--- src/sv/htbc_pkg.sv ---
// Shared types, band threshold and colour tables for the temperature band classifier.
// No dependencies.
package htbc_pkg;

   localparam int TEMP_W             = 15;
   localparam int DEADBAND_W         = 10;
   localparam int BAND_OUT_W         = 3;
   localparam int TABLE_LEN          = 7;
   localparam int TABLE_IDX_W        = $clog2(TABLE_LEN);
   localparam int BAND_COUNT_DEFAULT = 7;
   localparam logic [DEADBAND_W-1:0] DEADBAND_RESET = 10'd10;

   typedef logic signed [TEMP_W-1:0] temp_type;
   typedef logic signed [15:0]       thr_type;

   localparam temp_type SENTINEL = -15'sd12700;

   localparam thr_type HEAT_TH [TABLE_LEN] = '{
      16'sd0, 16'sd3500, 16'sd6200, 16'sd7100, 16'sd7700, 16'sd8200, 16'sd8600
   };
   localparam thr_type COOL_TH [TABLE_LEN] = '{
      -16'sd5000, 16'sd2500, 16'sd5500, 16'sd6800, 16'sd7400, 16'sd7900, 16'sd8400
   };

   typedef struct packed {
      logic [7:0] red;
      logic [7:0] green;
      logic [7:0] blue;
   } rgb_type;

   localparam rgb_type BAND_RGB [TABLE_LEN] = '{
      '{8'd255, 8'd0,   8'd255},
      '{8'd0,   8'd0,   8'd255},
      '{8'd100, 8'd200, 8'd255},
      '{8'd0,   8'd255, 8'd255},
      '{8'd0,   8'd255, 8'd0},
      '{8'd255, 8'd210, 8'd0},
      '{8'd255, 8'd0,   8'd0}
   };

   typedef struct packed {
      logic                  rising;
      logic [7:0]            blue;
      logic [7:0]            green;
      logic [7:0]            red;
      logic [BAND_OUT_W-1:0] band;
      logic                  color_change;
      logic                  accepted;
   } result_type;

   // Indices past the table take the last entry.
   function automatic rgb_type band_color(input int unsigned idx);
      rgb_type c;
      if (idx >= TABLE_LEN) begin
         c = BAND_RGB[TABLE_LEN-1];
      end else begin
         c = BAND_RGB[TABLE_IDX_W'(idx)];
      end
      return c;
   endfunction

endpackage

--- src/sv/hysteresis_temperature_band_classifier_unit.sv ---
// Temperature band classifier with hysteresis: input register, decision logic, result register.
// Input register then result register between req transaction and rsp_tvalid; one transaction per cycle
// sustained while rsp_tready allows, as htbc_core updates its state on each step. Reset is synchronous: deadband 10,
// no stored reading, direction heating, band 0. Depends on htbc_pkg and htbc_core.
module hysteresis_temperature_band_classifier_unit #(
   parameter int BAND_COUNT = htbc_pkg::BAND_COUNT_DEFAULT
) (
   input  logic                                clock,
   input  logic                                reset,
   input  logic                                req_tvalid,
   output logic                                req_tready,
   input  logic [15:0]                         req_tdata,  // temp_centi[14:0], fade_busy[15]
   output logic                                rsp_tvalid,
   input  logic                                rsp_tready,
   // accepted[0], color_change[1], band[4:2], red[12:5], green[20:13], blue[28:21],
   // rising[29], zero[31:30]
   output logic [31:0]                         rsp_tdata,
   input  logic                                csr_valid,
   output logic                                csr_ready,
   input  logic [htbc_pkg::DEADBAND_W-1:0]     csr_data
);
   import htbc_pkg::*;

   logic                   in_valid_ff;
   temp_type               in_temp_ff;
   logic                   in_busy_ff;
   logic                   out_valid_ff;
   result_type             out_ff;
   logic [DEADBAND_W-1:0]  deadband_ff;
   logic                   advance;
   logic                   step;
   result_type             result;

   assign advance    = !out_valid_ff || rsp_tready;
   assign step       = in_valid_ff && advance;
   assign req_tready = !in_valid_ff || advance;
   assign csr_ready  = 1'b1;
   assign rsp_tvalid = out_valid_ff;
   assign rsp_tdata  = {2'b00, out_ff};

   htbc_core #(
      .BAND_COUNT (BAND_COUNT)
   ) u_core (
      .clock     (clock),
      .reset     (reset),
      .step      (step),
      .temp      (in_temp_ff),
      .fade_busy (in_busy_ff),
      .deadband  (deadband_ff),
      .result    (result)
   );

   always_ff @(posedge clock) begin
      if (reset) begin
         in_valid_ff  <= 1'b0;
         out_valid_ff <= 1'b0;
         deadband_ff  <= DEADBAND_RESET;
      end else begin
         if (req_tready) begin
            in_valid_ff <= req_tvalid;
         end
         if (advance) begin
            out_valid_ff <= in_valid_ff;
         end
         if (csr_valid) begin
            deadband_ff <= csr_data;
         end
      end
   end

   always_ff @(posedge clock) begin
      if (req_tvalid && req_tready) begin
         in_temp_ff <= temp_type'(req_tdata[14:0]);
         in_busy_ff <= req_tdata[15];
      end
      if (step) begin
         out_ff <= result;
      end
   end

endmodule

--- src/sv/htbc_band.sv ---
// Band index mover: parallel compares against heat and cool thresholds.
// Depends on htbc_pkg.
module htbc_band #(
   parameter int BAND_COUNT = htbc_pkg::BAND_COUNT_DEFAULT
) (
   input  htbc_pkg::temp_type             temp,
   input  logic [$clog2(BAND_COUNT)-1:0]  cur_band,
   input  logic                           rising,
   output logic [$clog2(BAND_COUNT)-1:0]  new_band
);
   import htbc_pkg::*;

   localparam int BandW  = $clog2(BAND_COUNT);
   localparam int TopIdx = (BAND_COUNT - 1 < TABLE_LEN - 1) ? BAND_COUNT - 1 : TABLE_LEN - 1;
   localparam logic [BandW-1:0] TopBand = BandW'(BAND_COUNT - 1);

   thr_type                 temp_ext;
   logic [BAND_COUNT-1:1]   heat_ok;
   logic [BAND_COUNT-1:1]   cool_above;
   logic [BandW-1:0]        heat_cnt;
   logic [BandW-1:0]        cool_cnt;
   logic [BandW-1:0]        cur;

   assign temp_ext = thr_type'(temp);

   // Thresholds rise with the index, so each compare row is a thermometer code.
   for (genvar i = 1; i < BAND_COUNT; i++) begin : g_cmp
      localparam int Ti = (i < TABLE_LEN) ? i : TABLE_LEN - 1;
      assign heat_ok[i]    = temp_ext >= HEAT_TH[Ti];
      assign cool_above[i] = temp_ext >  COOL_TH[Ti];
   end

   always_comb begin
      heat_cnt = '0;
      cool_cnt = '0;
      for (int i = 1; i < BAND_COUNT; i++) begin
         heat_cnt = heat_cnt + BandW'(heat_ok[i]);
         cool_cnt = cool_cnt + BandW'(cool_above[i]);
      end
      cur = (cur_band > TopBand) ? TopBand : cur_band;
      if (temp_ext < 16'sd0) begin
         new_band = '0;
      end else if (temp_ext >= HEAT_TH[TopIdx]) begin
         new_band = TopBand;
      end else if (rising) begin
         new_band = (heat_cnt > cur) ? heat_cnt : cur;
      end else begin
         new_band = (cool_cnt < cur) ? cool_cnt : cur;
      end
   end

endmodule

--- src/sv/htbc_core.sv ---
// Classifier state and per-reading decision: gating, deadband, band move, colour change.
// Depends on htbc_pkg and htbc_band.
module htbc_core #(
   parameter int BAND_COUNT = htbc_pkg::BAND_COUNT_DEFAULT
) (
   input  logic                                clock,
   input  logic                                reset,
   input  logic                                step,
   input  htbc_pkg::temp_type                  temp,
   input  logic                                fade_busy,
   input  logic [htbc_pkg::DEADBAND_W-1:0]     deadband,
   output htbc_pkg::result_type                result
);
   import htbc_pkg::*;

   localparam int BandW = $clog2(BAND_COUNT);

   temp_type          last_temp_ff, last_temp_in;
   logic              have_last_ff, have_last_in;
   logic              rising_ff, rising_in;
   logic [BandW-1:0]  band_ff, band_in;
   logic [BandW-1:0]  disp_ff, disp_in;

   thr_type           diff;
   logic [15:0]       abs_diff;
   logic              valid_reading;
   logic              accept;
   logic              rising_use;
   logic              chg;
   logic [BandW-1:0]  moved_band;
   rgb_type           new_rgb;
   rgb_type           disp_rgb;
   rgb_type           cur_rgb;

   htbc_band #(
      .BAND_COUNT (BAND_COUNT)
   ) u_band (
      .temp     (temp),
      .cur_band (band_ff),
      .rising   (rising_use),
      .new_band (moved_band)
   );

   always_comb begin
      diff          = thr_type'(temp) - thr_type'(last_temp_ff);
      abs_diff      = diff[15] ? 16'(-diff) : 16'(diff);
      valid_reading = !fade_busy && (temp != SENTINEL);
      accept        = valid_reading && (!have_last_ff || (abs_diff > 16'(deadband)));
      rising_use    = have_last_ff ? (temp > last_temp_ff) : rising_ff;
      new_rgb       = band_color(int'(moved_band));
      disp_rgb      = band_color(int'(disp_ff));
      chg           = accept && have_last_ff && (new_rgb != disp_rgb);

      last_temp_in = last_temp_ff;
      have_last_in = have_last_ff;
      rising_in    = rising_ff;
      band_in      = band_ff;
      disp_in      = disp_ff;
      if (accept) begin
         last_temp_in = temp;
         have_last_in = 1'b1;
         rising_in    = rising_use;
         band_in      = moved_band;
         if (!have_last_ff || chg) begin
            disp_in = moved_band;
         end
      end

      cur_rgb             = band_color(int'(band_in));
      result.accepted     = accept;
      result.color_change = chg;
      result.band         = BAND_OUT_W'(band_in);
      result.red          = cur_rgb.red;
      result.green        = cur_rgb.green;
      result.blue         = cur_rgb.blue;
      result.rising       = rising_in;
   end

   always_ff @(posedge clock) begin
      if (reset) begin
         last_temp_ff <= '0;
         have_last_ff <= 1'b0;
         rising_ff    <= 1'b1;
         band_ff      <= '0;
         disp_ff      <= '0;
      end else if (step) begin
         last_temp_ff <= last_temp_in;
         have_last_ff <= have_last_in;
         rising_ff    <= rising_in;
         band_ff      <= band_in;
         disp_ff      <= disp_in;
      end
   end

endmodule
--- config.mk ---
export PLATFORM = sky130hd
export DESIGN_NAME = hysteresis_temperature_band_classifier_unit
export DESIGN_NICKNAME = d
export VERILOG_FILES = /design/src/sv/htbc_pkg.sv /design/src/sv/hysteresis_temperature_band_classifier_unit.sv /design/src/sv/htbc_band.sv /design/src/sv/htbc_core.sv
export SDC_FILE = /design/constraint.sdc
export NUM_CORES = 1
export LEC_CHECK = 0
export ABC_CLOCK_PERIOD_IN_PS = 11750
export BUFFER_PORTS_ARGS = -buffer_cell sky130_fd_sc_hd__clkbuf_2
export CAP_MARGIN = 10
export CORE_MARGIN = 3
export CORE_UTILIZATION = 55
export DETAILED_ROUTE_END_ITERATION = 7
export PLACE_DENSITY = 0.8
export SLEW_MARGIN = 20
export SYNTH_ARGS = -nofsm -noshare
export SYNTH_HDL_FRONTEND = slang
export SYNTH_SLANG_ARGS = --single-unit
--- constraint.sdc ---
create_clock -name clock -period 11.75 [get_ports clock]
set_input_delay 1.175 -clock clock [delete_from_list [all_inputs] [get_ports clock]]
set_output_delay 1.175 -clock clock [all_outputs]
set_load 0.02 [all_outputs]
; ---- Word level (Yosys, flattened, before mapping)
; Memory sizes are Yosys's and may differ from the RTL's. A register that Yosys moved wholly into a read port is not among the register bits.
; Index checks and enable logic that the tools add are counted.
[classes]
addsub = 12
n_lt_le_gt_ge = 23
n_eq_ne = 2
n_mux = 16
n_bitwise = 3
n_reduce_logical = 16
[op_table]
columns = operator, n
row1 = two-way mux 24 bit, 6
row2 = "greater-than comparator 15 x 14 -> 1 bit, second input constant", 4
row3 = ">= comparator 15 x 14 -> 1 bit, second input constant", 3
row4 = ">= comparator 15 bit, second input constant", 2
row5 = != test 24 bit, 1
row6 = two-way mux 3 bit, 7
row7 = adder 3 x 1 -> 3 bit, 6
row8 = greater-than comparator 16 x 10 -> 1 bit, 1
row9 = two-way mux 16 bit, 1
row10 = negation 16 bit, 1
row11 = subtractor 15 x 15 -> 16 bit, 1
row12 = ">= comparator 15 x 13 -> 1 bit, second input constant", 1
row13 = "greater-than comparator 15 x 13 -> 1 bit, second input constant", 1
row14 = greater-than comparator 15 bit, 1
row15 = "greater-than comparator 15 bit, second input constant", 1
row16 = "less-than comparator 15 x 1 -> 1 bit, second input constant", 1
row17 = "!= test 15 bit, second input constant", 1
row18 = NOT 3 -> 4 bit, 3
row19 = ">= comparator 3 bit, second input constant", 3
row20 = ">= comparator 4 bit, second input constant", 2
row21 = adder 2 x 1 -> 3 bit, 2
row22 = logical AND 1 bit, 6
row23 = adder 1 x 1 -> 2 bit, 2
row24 = zero test 1 bit, 4
row25 = 7 further kinds, 11
[word_totals]
regBits = 57
romBits = 576
inputBits = 31
out_inout_bits = 35
wordCells = 89
memories = 3
[mem_list]
columns = name, words, width, rd, rd_ports_with_merged_regs, write_ports, line_no
row1 = (no name shown), 8, 24, 1, 1, 0, htbc_pkg.sv:57  ; c = BAND_RGB[TABLE_IDX_W'(idx)];
row2 = (no name shown), 8, 24, 1, 0, 0, htbc_pkg.sv:57
row3 = (no name shown), 8, 24, 1, 0, 0, htbc_pkg.sv:57

; ---- Logic depth before layout (Yosys ltp)
; Gate-level depths: netlist of run 1.
[depth]
ltp_word = 20
depth_mapped = 31
ltp_nobuf = 30

; ---- By module
; From an unflattened synthesis of run 1, not the netlist that was laid out.
[hier_totals]
hier_cells = 676
area_unflattened_um2 = 6129.6
[by_module_without_submodules]
columns = module, instances, cells_each, area_per_inst_um2
row1 = htbc_core, 1, 438, 3314.4
row2 = hysteresis_temperature_band_classifier_unit, 1, 93, 1854.3
row3 = htbc_band, 1, 145, 960.9

; ---- Worst setup path before layout of run 1
; OpenSTA, ideal clock, no wires.
[synth_path]
path_type = flip-flop to flip-flop
start = register in_temp_ff[13]
end = register u_core.disp_ff[0]
setup_ns = 0.121
arrival_time_ns = 6.420
slack_ns = 5.209
stages_incl_launch_ff = 31
cell_sequence = edfxtp_1 > clkbuf_1 > nor2_1 > and3_1 > nand3b_1 > nor3_1 > a31oi_1 > o21ai_0 > fa_1 > fa_1 > inv_1 > ha_1 > inv_1 > fa_1 > inv_1 > ha_1 > o21ba_2 > or3_1 > nand4_1 > nand2_1 > mux2i_1 > nor2_1 > ha_1 > inv_1 > o2111ai_1 > a211o_1 > o31ai_1 > a2111o_1 > nand4_1 > a21oi_1 > mux2_2
[synth_between]
elab_chain_cells = 20
[synth_lines]
columns = element, line_no
row1 = from (decl), hysteresis_temperature_band_classifier_unit.sv:25  ; temp_type in_temp_ff;
row2 = from (signal assigned), hysteresis_temperature_band_classifier_unit.sv:73  ; in_temp_ff <= temp_type'(req_tdata[14:0]);
row3 = greater-than comparator 15 x 13 -> 1 bit (tied with other cells), htbc_band.sv:30  ; assign cool_above[i] = temp_ext > COOL_TH[Ti];
row4 = "adder 1 x 1 -> 2 bit, on equally long branches", "htbc_band.sv:38, htbc_band.sv:37"
row5 = "adder 2 x 1 -> 3 bit, on equally long branches", "htbc_band.sv:38, htbc_band.sv:37"
row6 = "adder 3 x 1 -> 3 bit, on equally long branches (3 in a row)", "htbc_band.sv:38, htbc_band.sv:37"
row7 = less-than comparator 3 bit or greater-than comparator 3 bit (tied branches), "htbc_band.sv:48, htbc_band.sv:46"
row8 = "two-way mux 3 bit, on equally long branches", "htbc_band.sv:48, htbc_band.sv:46"
row9 = two-way mux 3 bit, htbc_band.sv:45  ; end else if (rising) begin
row10 = two-way mux 3 bit, htbc_band.sv:43  ; end else if (temp_ext >= HEAT_TH[TopIdx]) begin
row11 = (+1 left out), --
row12 = via u_core.moved_band[1], htbc_core.sv:30  ; logic [BandW-1:0] moved_band;
row13 = NOT 3 -> 4 bit (not written as such), htbc_pkg.sv:57
row14 = memory read (8 x 24 bit), --
row15 = two-way mux 24 bit (not written as such) (2 in a row), htbc_pkg.sv:57
row16 = two-way mux 24 bit (*), htbc_pkg.sv:54  ; if (idx >= TABLE_LEN) begin
row17 = != test 24 bit (*), htbc_core.sv:52  ; chg = accept && have_last_ff && (new_rgb != disp_rgb);
row18 = logical AND 1 bit (*), htbc_core.sv:52
row19 = logical OR 1 bit (*), htbc_core.sv:64  ; if (!have_last_ff || chg) begin
row20 = AND reduction 3 bit (no source line) (*), --
row21 = to (signal assigned), htbc_core.sv:91  ; disp_ff <= disp_in;
row22 = to (decl), htbc_core.sv:22  ; logic [BandW-1:0] disp_ff, disp_in;
; The timed path passes the listed nets; every way through them passes the cells marked *. The select of a mux whose other input is x is not followed.
; A chain may end at the register's enable or synchronous reset.

; ---- Worst setup path in the final report of run 1
[layout_path]
start = register in_temp_ff[5]
end = register u_core.disp_ff[0]
; The elaborated chain is that of the path after synthesis.

==> results of run 1 <==
==> worst min-delay path: stages (launching register included) <==
cell and delay (ps):
dfxtp_1 300, inv_1 70, o211ai_1 80
==> where the power goes <==
part / switching (mW) / total (mW) / internal [mW]
sequential: 0.0148 / 0.261 / 0.246
combinational: 0.180 / 0.298 / 0.118
clock: 0.0889 / 0.193 / 0.105
total: 0.284 / 0.752 / 0.469
==> state kept, by name, indices dropped and copies added (netlist names) <==
name,flops
deadband_ff,10
u_core.band_ff,3
u_core.have_last_ff,1
in_busy_ff,1
u_core.disp_ff,3
rsp_tdata,13
in_temp_ff,15
in_valid_ff,1
rsp_tvalid,1
u_core.rising_ff,1
u_core.last_temp_ff,15
==> synthesized netlist by cell type, types with 4 or more instances <==
| master | n | area share (%) |
|---|---|---|
| a2111oi_0 | 5 | 0.75 |
| a211oi_1 | 8 | 1.0 |
| a21boi_0 | 4 | 0.52 |
| a21o_1 | 8 | 1.0 |
| a21oi_1 | 37 | 3.2 |
| a31oi_1 | 11 | 1.2 |
| and3_1 | 7 | 0.75 |
| buf_2 | 9 | 0.78 |
| buf_4 | 22 | 2.8 |
| clkbuf_1 | 25 | 1.6 |
| dfxtp_1 | 35 | 12 |
| edfxtp_1 | 29 | 15 |
| fa_1 | 7 | 2.4 |
| ha_1 | 38 | 8.2 |
| inv_1 | 54 | 3.5 |
| mux2_2 | 4 | 0.78 |
| mux2i_1 | 38 | 6.6 |
| nand2_1 | 44 | 2.8 |
| nand2b_1 | 12 | 1.3 |
| nand3_1 | 15 | 1.3 |
| nand4_1 | 10 | 1.1 |
| nor2_1 | 72 | 4.7 |
| nor2b_1 | 11 | 1.2 |
| nor3_1 | 16 | 1.4 |
| nor3b_1 | 9 | 1.2 |
| nor4_1 | 8 | 0.86 |
| o2111ai_1 | 6 | 0.91 |
| o211ai_1 | 12 | 1.6 |
| o21a_1 | 6 | 0.78 |
| o21ai_0 | 35 | 3.0 |
| o31ai_1 | 6 | 0.78 |
| or3_1 | 6 | 0.65 |
| xnor2_1 | 12 | 1.8 |
| xor2_1 | 8 | 1.2 |
==> per-stage QoR <==
step | instances | hold WS (ps) | total power [mW]
finish | 859 | 493.9 | 0.7523
global route | 859 | 525.5 | 0.8038
CTS | 859 | 501.1 | 0.7517
detailed placement | 843 | 486.1 | 0.5560
global placement | 843 | 475.0 | 0.5434
floorplan | 703 | 460.4 | 0.4944
==> cells by family after synthesis <==
| logic type | synth area share (%) |
|---|---|
| fa+ha+maj | 10.61 |
| other cells | 0.1294 |
| simple gates | 20.44 |
| xor+xnor | 3.019 |
| compound gates | 22.36 |
| flops | 27.09 |
| mux | 7.332 |
| buf+inv | 9.014 |
==> metal layers <==
metal	vias up	track usage, %	part of all wire (%)
met5	-	0	0
met4	0	10.28	2.7
met3	38	4.500	7.0
met2	233	39.36	45
met1	2470	32.78	45
li1	2588	-	-
==> how the worst max path moves through the flow <==
stage | start | endpoint | depth (start not counted)
final | in_temp_ff[5]$_DFFE_PP_ | u_core.disp_ff[0]$_SDFFE_PP0P_ | 29
after global routing | in_temp_ff[10]$_DFFE_PP_ | u_core.disp_ff[0]$_SDFFE_PP0P_ | 29
after detailed placement | in_temp_ff[5]$_DFFE_PP_ | u_core.disp_ff[0]$_SDFFE_PP0P_ | 29
after global placement | in_temp_ff[10]$_DFFE_PP_ | u_core.disp_ff[1]$_SDFFE_PP0P_ | 29
after CTS | in_temp_ff[5]$_DFFE_PP_ | u_core.disp_ff[1]$_SDFFE_PP0P_ | 29
after floorplan | in_temp_ff[13]$_DFFE_PP_ | u_core.disp_ff[0]$_SDFFE_PP0P_ | 30
==> cell type report <==
type,count,area (um^2),share of cell area (%)
clock buffer,10,137.6,2.220
clock inverter,6,65.06,1.049
inverter,55,206.4,3.329
multi-input combinational,525,3714,59.89
sequential,64,1572,25.34
tap,133,166.4,2.684
timing repair buffer,66,340.3,5.488
==> impl_results.md, run 1 <==
* Status: finished, final reports clean
* FF+latch count, synth at 64
* Commonest non-fill, non-tap cell in the layout: nor2_1
* Fin Setup TNS at 0 ps
* Drt wl/cell at about 16 um
* Worst reg2reg endpoint: u_core.disp_ff[0]$_SDFFE_PP0P_
* Chip height at 108.7 um
* Clk slew on worst S/H paths at about 80 ps
* Cell seen most often among critical-path stages: inv_1
* All-Layer GR Usage at roughly a quarter
* PD cells at 121.3 nW/um^2
* Hold endpoint: deadband_ff[1]$_SDFFE_PP1P_
* Crit start category: flop
* Worst path bufs/invs at 4
* Mapped Cells at between 700 and 800
* Initial antenna violation count at 0
* Slowest stage cell, crit path: edfxtp_1
* CTS resizes at 0
* F_max at 134.4 MHz
* Drt drc at 0
* Actual slew at the worst max-slew pin at ~800 ps
* Antenna Violating Nets Remaining at 0
* Initial DRC count at about 370
* Leak at 2.578 nW
* Die width at roughly 110 um
* First-pass GRT wire length at 23,600 um
* Ys async rst share at 0%
* Total grt overflow at 0
* Post-CTS setup buffer count at 0
* CTS tree: yes
* VDD IR max at about 0.000076 V
* Die area at around 12,000 um^2
* Post-Place Cell Area at between 5000 and 6000 um^2
* Flop2flop setup slack at approximately 4300 ps
* Fillers at a little under 900
* Main synth FF type: dfxtp_1
* Fin crit period at between 7000 and 8000 ps
* EDFF count, synth at 29
* Post-synthesis sequential area ratio at approximately 27%
* Row cnt at 36
* CP Max Fanout at 14
* Cells on Worst Hold Path at 2
* Final worst slack at 4310 ps
* Area grow syn2layout at 6.880%
* Share of cells above drive strength 1 at 14.19%
* Placeable Area at between 9000 and 10,000 um^2
* Commonest non-fill, non-tap cells in the layout: nor2_1, clkbuf_2, inv_1
* Finished Core Util at approximately 62%
* CTS Sinks at 64
* Initial cell density of the core at slightly below 60%
* DR pass1 iterations at 7
* Post-synthesis cell area at approximately 5800 um^2
* Via-to-Cell Ratio at 6.204
* Synthesis warning total at 0
* Total Wirelength at around 14,000 um
* Fin Clk Skew at ~14 ps
* Hold-fix buffers, CTS at 0
* Hold Path Class: reg2reg
* Hold Vio Cnt, Final at 0
* Final non-filler cell area at between 6000 and 7000 um^2
* Vias after detailed routing at between 5,000 and 6,000
* Crit path required time at about 12,000 ps
* Period Utilization, post-route at 63.32%
* RePlAce Congestion at 0.9346
* Slew headroom at between 40% and 50%
* Arrival time worst endpoint at ~7700 ps
* Post-Syn Area per Cell at ~8.3 um^2
* CP top delay family: adder cells
* TritonCTS Buffers at 9
* RR Startpoint: in_temp_ff[5]$_DFFE_PP_
* Cell variety after synth at 78
* Slew Limit Fails at 0
* Htree depth at 3
* NumNets Final at about 800
* Clk buf depth at 2
* Root Driver: clkbuf_8
* Nature of the critical path endpoint: flop
* Port Buffers at 62
* DP HPWL at between 10,000 and 15,000 um
* I/O pins at between 60 and 70
* Reg2Reg Depth at 29
* Max incr delay on CP at 640 ps
* Hold Crit Start: deadband_ff[1]$_SDFFE_PP1P_
* Largest net degree at the start of global routing at 35
* Crit Path Class: reg2reg
* Vias in the first global route at approximately 5,100
* Setup violators final at 0
* Antenna diodes at 0
* RSZ-0062 raised after global routing: no
* Pre-CTS setup slack at approximately 4400 ps
* Max cap viols at 0
* Worst-skew pair later-pin latency at around 360 ps
(Power assumes the default switching activity.)
==> inputs of run 2 (changes only) <==
- ABC_CLOCK_PERIOD_IN_PS: 11750 -> 6000
- CORE_UTILIZATION: 55 -> 54
- PLACE_DENSITY: 0.8 -> 0.81
- clock period: 11.75 -> 6 ns (I/O delays scaled with it)
==> impl_results.md, run 2 (synthesis results as in run 1) <==
* Status: finished with violations
* Failing checks: setup timing
* GRT met2 Usage at 45.77% (+6.4 points)
* Chip height at 109.7 um (+0.87%)
* Period Utilization, post-route at 104.4% (+41 points)
* Port Buffers at 62 (unchanged)
* Slew headroom at 43.46% (-2.8 points)
* Root Driver: clkbuf_8
* Largest net degree at the start of global routing at 35 (unchanged)
* RSZ-0062 raised after global routing: yes
* Arrival time worst endpoint at 6530 ps (-1150 ps)
* Hold Slack at 398.8 ps (-95.09 ps)
* VDD IR max at 0.0001897 V (+150%)
* Initial DRC count at 381 (+3.8%)
* Crit start category: flop
* Final worst slack at -262.1 ps (-4572 ps)
* Actual slew at the worst max-slew pin at 848.2 ps (+41.44 ps)
* Hold Vio Cnt, Final at 0 (unchanged)
* Worst-skew pair later-pin latency at 370 ps (about the same)
* Max cap viols at 0 (unchanged)
* DR pass1 iterations at 5 (-2)
* DP HPWL at 11,660 um (+11%)
* Fin Setup TNS at -928.7 ps (-928.7 ps)
* Row cnt at 37 (+2.8%)
* Initial antenna violation count at 0 (unchanged)
* GRT met3 Usage at 5.226% (+0.73 points)
* Hold Path Class: in2reg
* Total Power at 1.708 mW (+130%)
* Drt drc at 0 (unchanged)
* Vias in the first global route at 5,487 (+7.5%)
* NumNets Final at 890 (+12%)
* Die width at 109.7 um (+0.87%)
* Slew Limit Fails at 0 (unchanged)
* I/O pins at 66 (unchanged)
* Htree depth at 3 (unchanged)
* RePlAce Congestion at 0.9268 (-0.83%)
* Vias after detailed routing at 5,746 (+7.8%)
* All-Layer GR Usage at 27.00% (+2.4 points)
* CTS Sinks at 64 (unchanged)
* Antenna diodes at 0 (unchanged)
* Crit Path Class: reg2reg
* Placeable Area at 10,370 um^2 (+3.7%)
* Leak at 3.059 nW (+19%)
* Most used routing layer in global routing: met2
* PD cells at 239.2 nW/um^2 (+97%)
* Drt wl/cell at 16.44 um (+1.1%)
* Total grt overflow at 0 (unchanged)
* Clk slew on worst S/H paths at 80 ps (about the same)
* Initial cell density of the core at 55.95% (-2.1 points)
* Setup violators final at 4 (+4)
* Commonest non-fill, non-tap cell in the layout: buf_4
* Die area at 12,020 um^2 (+1.8%)
* Area grow syn2layout at 23.08%
* Finished Core Util at 68.86% (+6.8 points)
* Final non-filler cell area at 7141 um^2 (+15%)
* Commonest non-fill, non-tap cells in the layout: buf_4, nor2_1, clkbuf_2
* Dpl cells at 913 (+8.3%)
* Finished Layout Cells at 955 (+11%)
* Nature of the critical path endpoint: flop
* Post-Place Cell Area at 6588 um^2 (+9.9%)
* Share of cells above drive strength 1 at 28.33% (+14 points)
* Fin Clk Skew at 9.063 ps (-4.725 ps)
* Clk buf depth at 2 (unchanged)
* Crit path required time at 6270 ps (-5720 ps)
* Hold-fix buffers, CTS at 0 (unchanged)
* CTS tree: yes
* Antenna Violating Nets Remaining at 0 (unchanged)
* Via-to-Cell Ratio at 6.017 (-3.0%)
* First-pass GRT wire length at 25,740 um (+9.0%)
* F_max at 159.7 MHz (+19%)
* Total Wirelength at 15,700 um (+12%)
* Pre-CTS setup slack at -383.4 ps (-4823 ps)
* CP Max Fanout at 6 (-8)
* GR Util met1 at 34.10% (+1.3 points)
* TritonCTS Buffers at 9 (unchanged)
* Fin crit period at 6262 ps (-1178 ps)
## run 2: cell count changes in the layout (fill, tap and decap cells not counted), sizes merged
cell / previous run / this run
clkinv: 2 / 4
inv: 58 / 56
buf: 4 / 97
## run 2: area by class of cell
| cell class | count | area, um^2 |
|---|---|---|
| Fill cell | 829 | 3229 |
| Sequential cell | 64 | 1572 |
| Clock inverter | 6 | 58.81 |
| Tap cell | 136 | 170.2 |
| Clock buffer | 10 | 127.6 |
| Inverter | 55 | 206.4 |
| Multi-Input combinational cell | 525 | 3948 |
| Timing Repair Buffer | 159 | 1059 |
## run 2: final timing paths
check                         startpoint  slack, ps  cells after the start                        endpoint
max              in_temp_ff[7]$_DFFE_PP_       -260                     23  u_core.disp_ff[1]$_SDFFE_PP0P_
min reg2reg  deadband_ff[6]$_SDFFE_PP0P_        500                      2     deadband_ff[6]$_SDFFE_PP0P_
max reg2reg      in_temp_ff[7]$_DFFE_PP_       -260                     23  u_core.disp_ff[1]$_SDFFE_PP0P_
min                         req_tdata[1]        400                      1         in_temp_ff[1]$_DFFE_PP_
## run 2: routing by layer
| layer | vias to the layer above | share of wire, % |
|---|---|---|
| li1 | 2775 | - |
| met1 | 2707 | 42 |
| met2 | 223 | 48 |
| met3 | 41 | 7.1 |
| met4 | 0 | 2.3 |
| met5 | - | 0 |
## run 2: what timing repair did
item,4_1_cts,5_1_grt
buffers inserted,15,12
resized for setup,25,17
setup endpoints to repair,6,11
gates cloned,0,0
pin swaps,10,13
## run 2: report_power, final
group / switching [mW] / internal, mW / total, mW
registers: 0.0154 / 0.482 / 0.498
logic: 0.445 / 0.394 / 0.839
clock network: 0.181 / 0.190 / 0.372
total: 0.642 / 1.07 / 1.71
## run 2: critical path, cell delays in order, from the launching register on
cell and delay (ps):
edfxtp_1 430, or4_1 540, a311o_1 320, a21oi_2 170
fa_1 450, fa_1 510, inv_1 40, ha_1 200
fa_2 570, ha_4 210, nand3_1 140, o21a_1 190
nand3_2 100, and4_1 240, a221oi_4 310, ha_4 220
inv_1 80, o2111ai_1 180, o21ai_0 100, o21ai_1 240
xor2_1 270, nor4b_2 100, a21oi_2 210, mux2_2 350
==> inputs of run 3 (changes only) <==
- SKIP_LAST_GASP: default -> 1
==> impl_results.md, run 3 (synthesis results as in run 1) <==
* Initial antenna violation count at 0 (unchanged)
* Initial DRC count at 370 (-2.9%)
* First-pass GRT wire length at 25,740 um (unchanged)
* CTS Sinks at 64 (unchanged)
* Via-to-Cell Ratio at 6.003 (-0.23%)
* Routed wire length on met3 at 1062 um (-4.4%)
* Fin Setup TNS at -949.3 ps (-20.64 ps)
* RSZ-0062 raised after global routing: yes
* Routed met2 length at 7571 um (-0.28%)
* CP Max Fanout at 6 (unchanged)
* Max cap viols at 0 (unchanged)
* Setup violators final at 4 (unchanged)
* Fin crit period at 6272 ps (+9.569 ps)
* All-Layer GR Usage at 27.00% (unchanged)
* Drt drc at 0 (unchanged)
* Die width at 109.7 um (unchanged)
* Worst-skew pair later-pin latency at 370 ps (about the same)
* Clk slew on worst S/H paths at 80 ps (about the same)
* Vias in the first global route at 5,487 (unchanged)
* Total Wirelength at 15,670 um (-0.22%)
* Commonest non-fill, non-tap cell in the layout: buf_4
* Hold Path Class: in2reg
* Share of cells above drive strength 1 at 28.21% (-0.12 points)
* Slew Limit Fails at 0 (unchanged)
* Period Utilization, post-route at 104.5% (+0.16 points)
* Fin Clk Skew at 9.381 ps (+0.3183 ps)
* RePlAce Congestion at 0.9268 (unchanged)
* Port Buffers at 62 (unchanged)
* Leak at 3.059 nW (about the same)
* Slew headroom at 43.31% (-0.15 points)
* Actual slew at the worst max-slew pin at 850.4 ps (+2.196 ps)
* Commonest non-fill, non-tap cells in the layout: buf_4, nor2_1, clkbuf_2
* Largest net degree at the start of global routing at 35 (unchanged)
* Status: finished with violations
* Failing checks: setup timing
* Fillers at 830 (+0.12%)
* Antenna diodes at 0 (unchanged)
* DR pass1 iterations at 5 (unchanged)
* VDD IR max at 0.0001896 V (about the same)
* Die area at 12,020 um^2 (unchanged)
* Clk buf depth at 2 (unchanged)
* Total grt overflow at 0 (unchanged)
* F_max at 159.4 MHz (-0.15%)
* Vias after detailed routing at 5,733 (-0.23%)
* Total Power at 1.706 mW (-0.14%)
* DP HPWL at 11,660 um (unchanged)
* Crit start category: flop
* Hold Vio Cnt, Final at 0 (unchanged)
* Crit Path Class: reg2reg
* Antenna Violating Nets Remaining at 0 (unchanged)
* Nature of the critical path endpoint: flop
* Arrival time worst endpoint at 6540 ps (about the same)
* PD cells at 239.1 nW/um^2 (about the same)
* CTS tree: yes
* Placeable Area at 10,370 um^2 (unchanged)
* Root Driver: clkbuf_8
* Final worst slack at -271.6 ps (-9.569 ps)
* Row cnt at 37 (unchanged)
* Initial cell density of the core at 55.95% (unchanged)
* Met1 Wirelength at 6668 um (+0.45%)
* Htree depth at 3 (unchanged)
* Highest metal used: met4
* TritonCTS Buffers at 9 (unchanged)
* Crit path required time at 6270 ps (about the same)
* Area grow syn2layout at 22.97% (about the same)
* Drt wl/cell at 16.40 um (-0.22%)
* NumNets Final at 890 (unchanged)
* I/O pins at 66 (unchanged)
* Chip height at 109.7 um (unchanged)
[run 3: cell types whose count changed in the layout (fill, tap and decap cells not counted)]
cell and change:
a311oi_1 +1, a311oi_2 -1
[run 3: path summary, 6_finish.rpt]
path,start,to,slack [ps],cells past startpoint
setup / recovery,in_temp_ff[7]$_DFFE_PP_,u_core.disp_ff[1]$_SDFFE_PP0P_,-270,23
hold / removal,req_tdata[0],in_temp_ff[0]$_DFFE_PP_,400,1
setup reg to reg,in_temp_ff[7]$_DFFE_PP_,u_core.disp_ff[1]$_SDFFE_PP0P_,-270,23
hold reg to reg,deadband_ff[6]$_SDFFE_PP0P_,deadband_ff[6]$_SDFFE_PP0P_,500,2
[run 3: metrics by stage]
step / hold WS, ps / cells / utilization, % / setup slack [ps] / cell area (um^2)
after global routing: 388.9 / 955 / 68.80 / -520.5 / 7134
after detailed placement: 483.3 / 913 / 63.53 / -383.4 / 6588
after floorplan: 460.4 / 703 / - / -221.6 / 5891
after global placement: 474.3 / 913 / 63.53 / -278.6 / 6588
final: 402.1 / 955 / 68.80 / -271.6 / 7134
after CTS: 383.8 / 944 / 67.33 / -110.4 / 6982
[run 3: layer usage]
layer  vias up  track usage (%)
li1       2781                -
met1      2689            34.10
met2       223            45.77
met3        40            5.226
met4         0            9.795
met5         -                0
[run 3: what timing repair did]
action,in CTS,in global routing
setup endpoints to repair,6,11
pin swaps,10,13
resized for setup,25,16
hold buffers,0,0
buffers inserted,15,12
[run 3: worst max-delay path: stages, from the launching register on]
cell,delay (ps)
edfxtp_1,430
or4_1,540
a311o_1,320
a21oi_2,170
fa_1,450
fa_1,510
inv_1,40
ha_1,200
fa_2,570
ha_4,210
nand3_1,140
o21a_1,190
nand3_2,100
and4_1,240
a221oi_4,310
ha_4,220
inv_1,80
o2111ai_1,190
o21ai_0,110
o21ai_1,240
xor2_1,270
nor4b_2,100
a21oi_2,210
mux2_2,350
[run 3: area by class of cell]
cell class	count	area, um^2	area share, %
multi-input combinational	525	3941	55.24
sequential	64	1572	22.03
timing repair buffer	159	1059	14.84
inverter	55	206.4	2.894
tap	136	170.2	2.385
clock buffer	10	127.6	1.789
clock inverter	6	58.81	0.8243
[run 3: report_power, final]
part	switching [mW]	total [mW]	internal (mW)
clock	0.181	0.371	0.190
combinational	0.443	0.837	0.393
sequential	0.0154	0.498	0.482
total	0.640	1.71	1.07
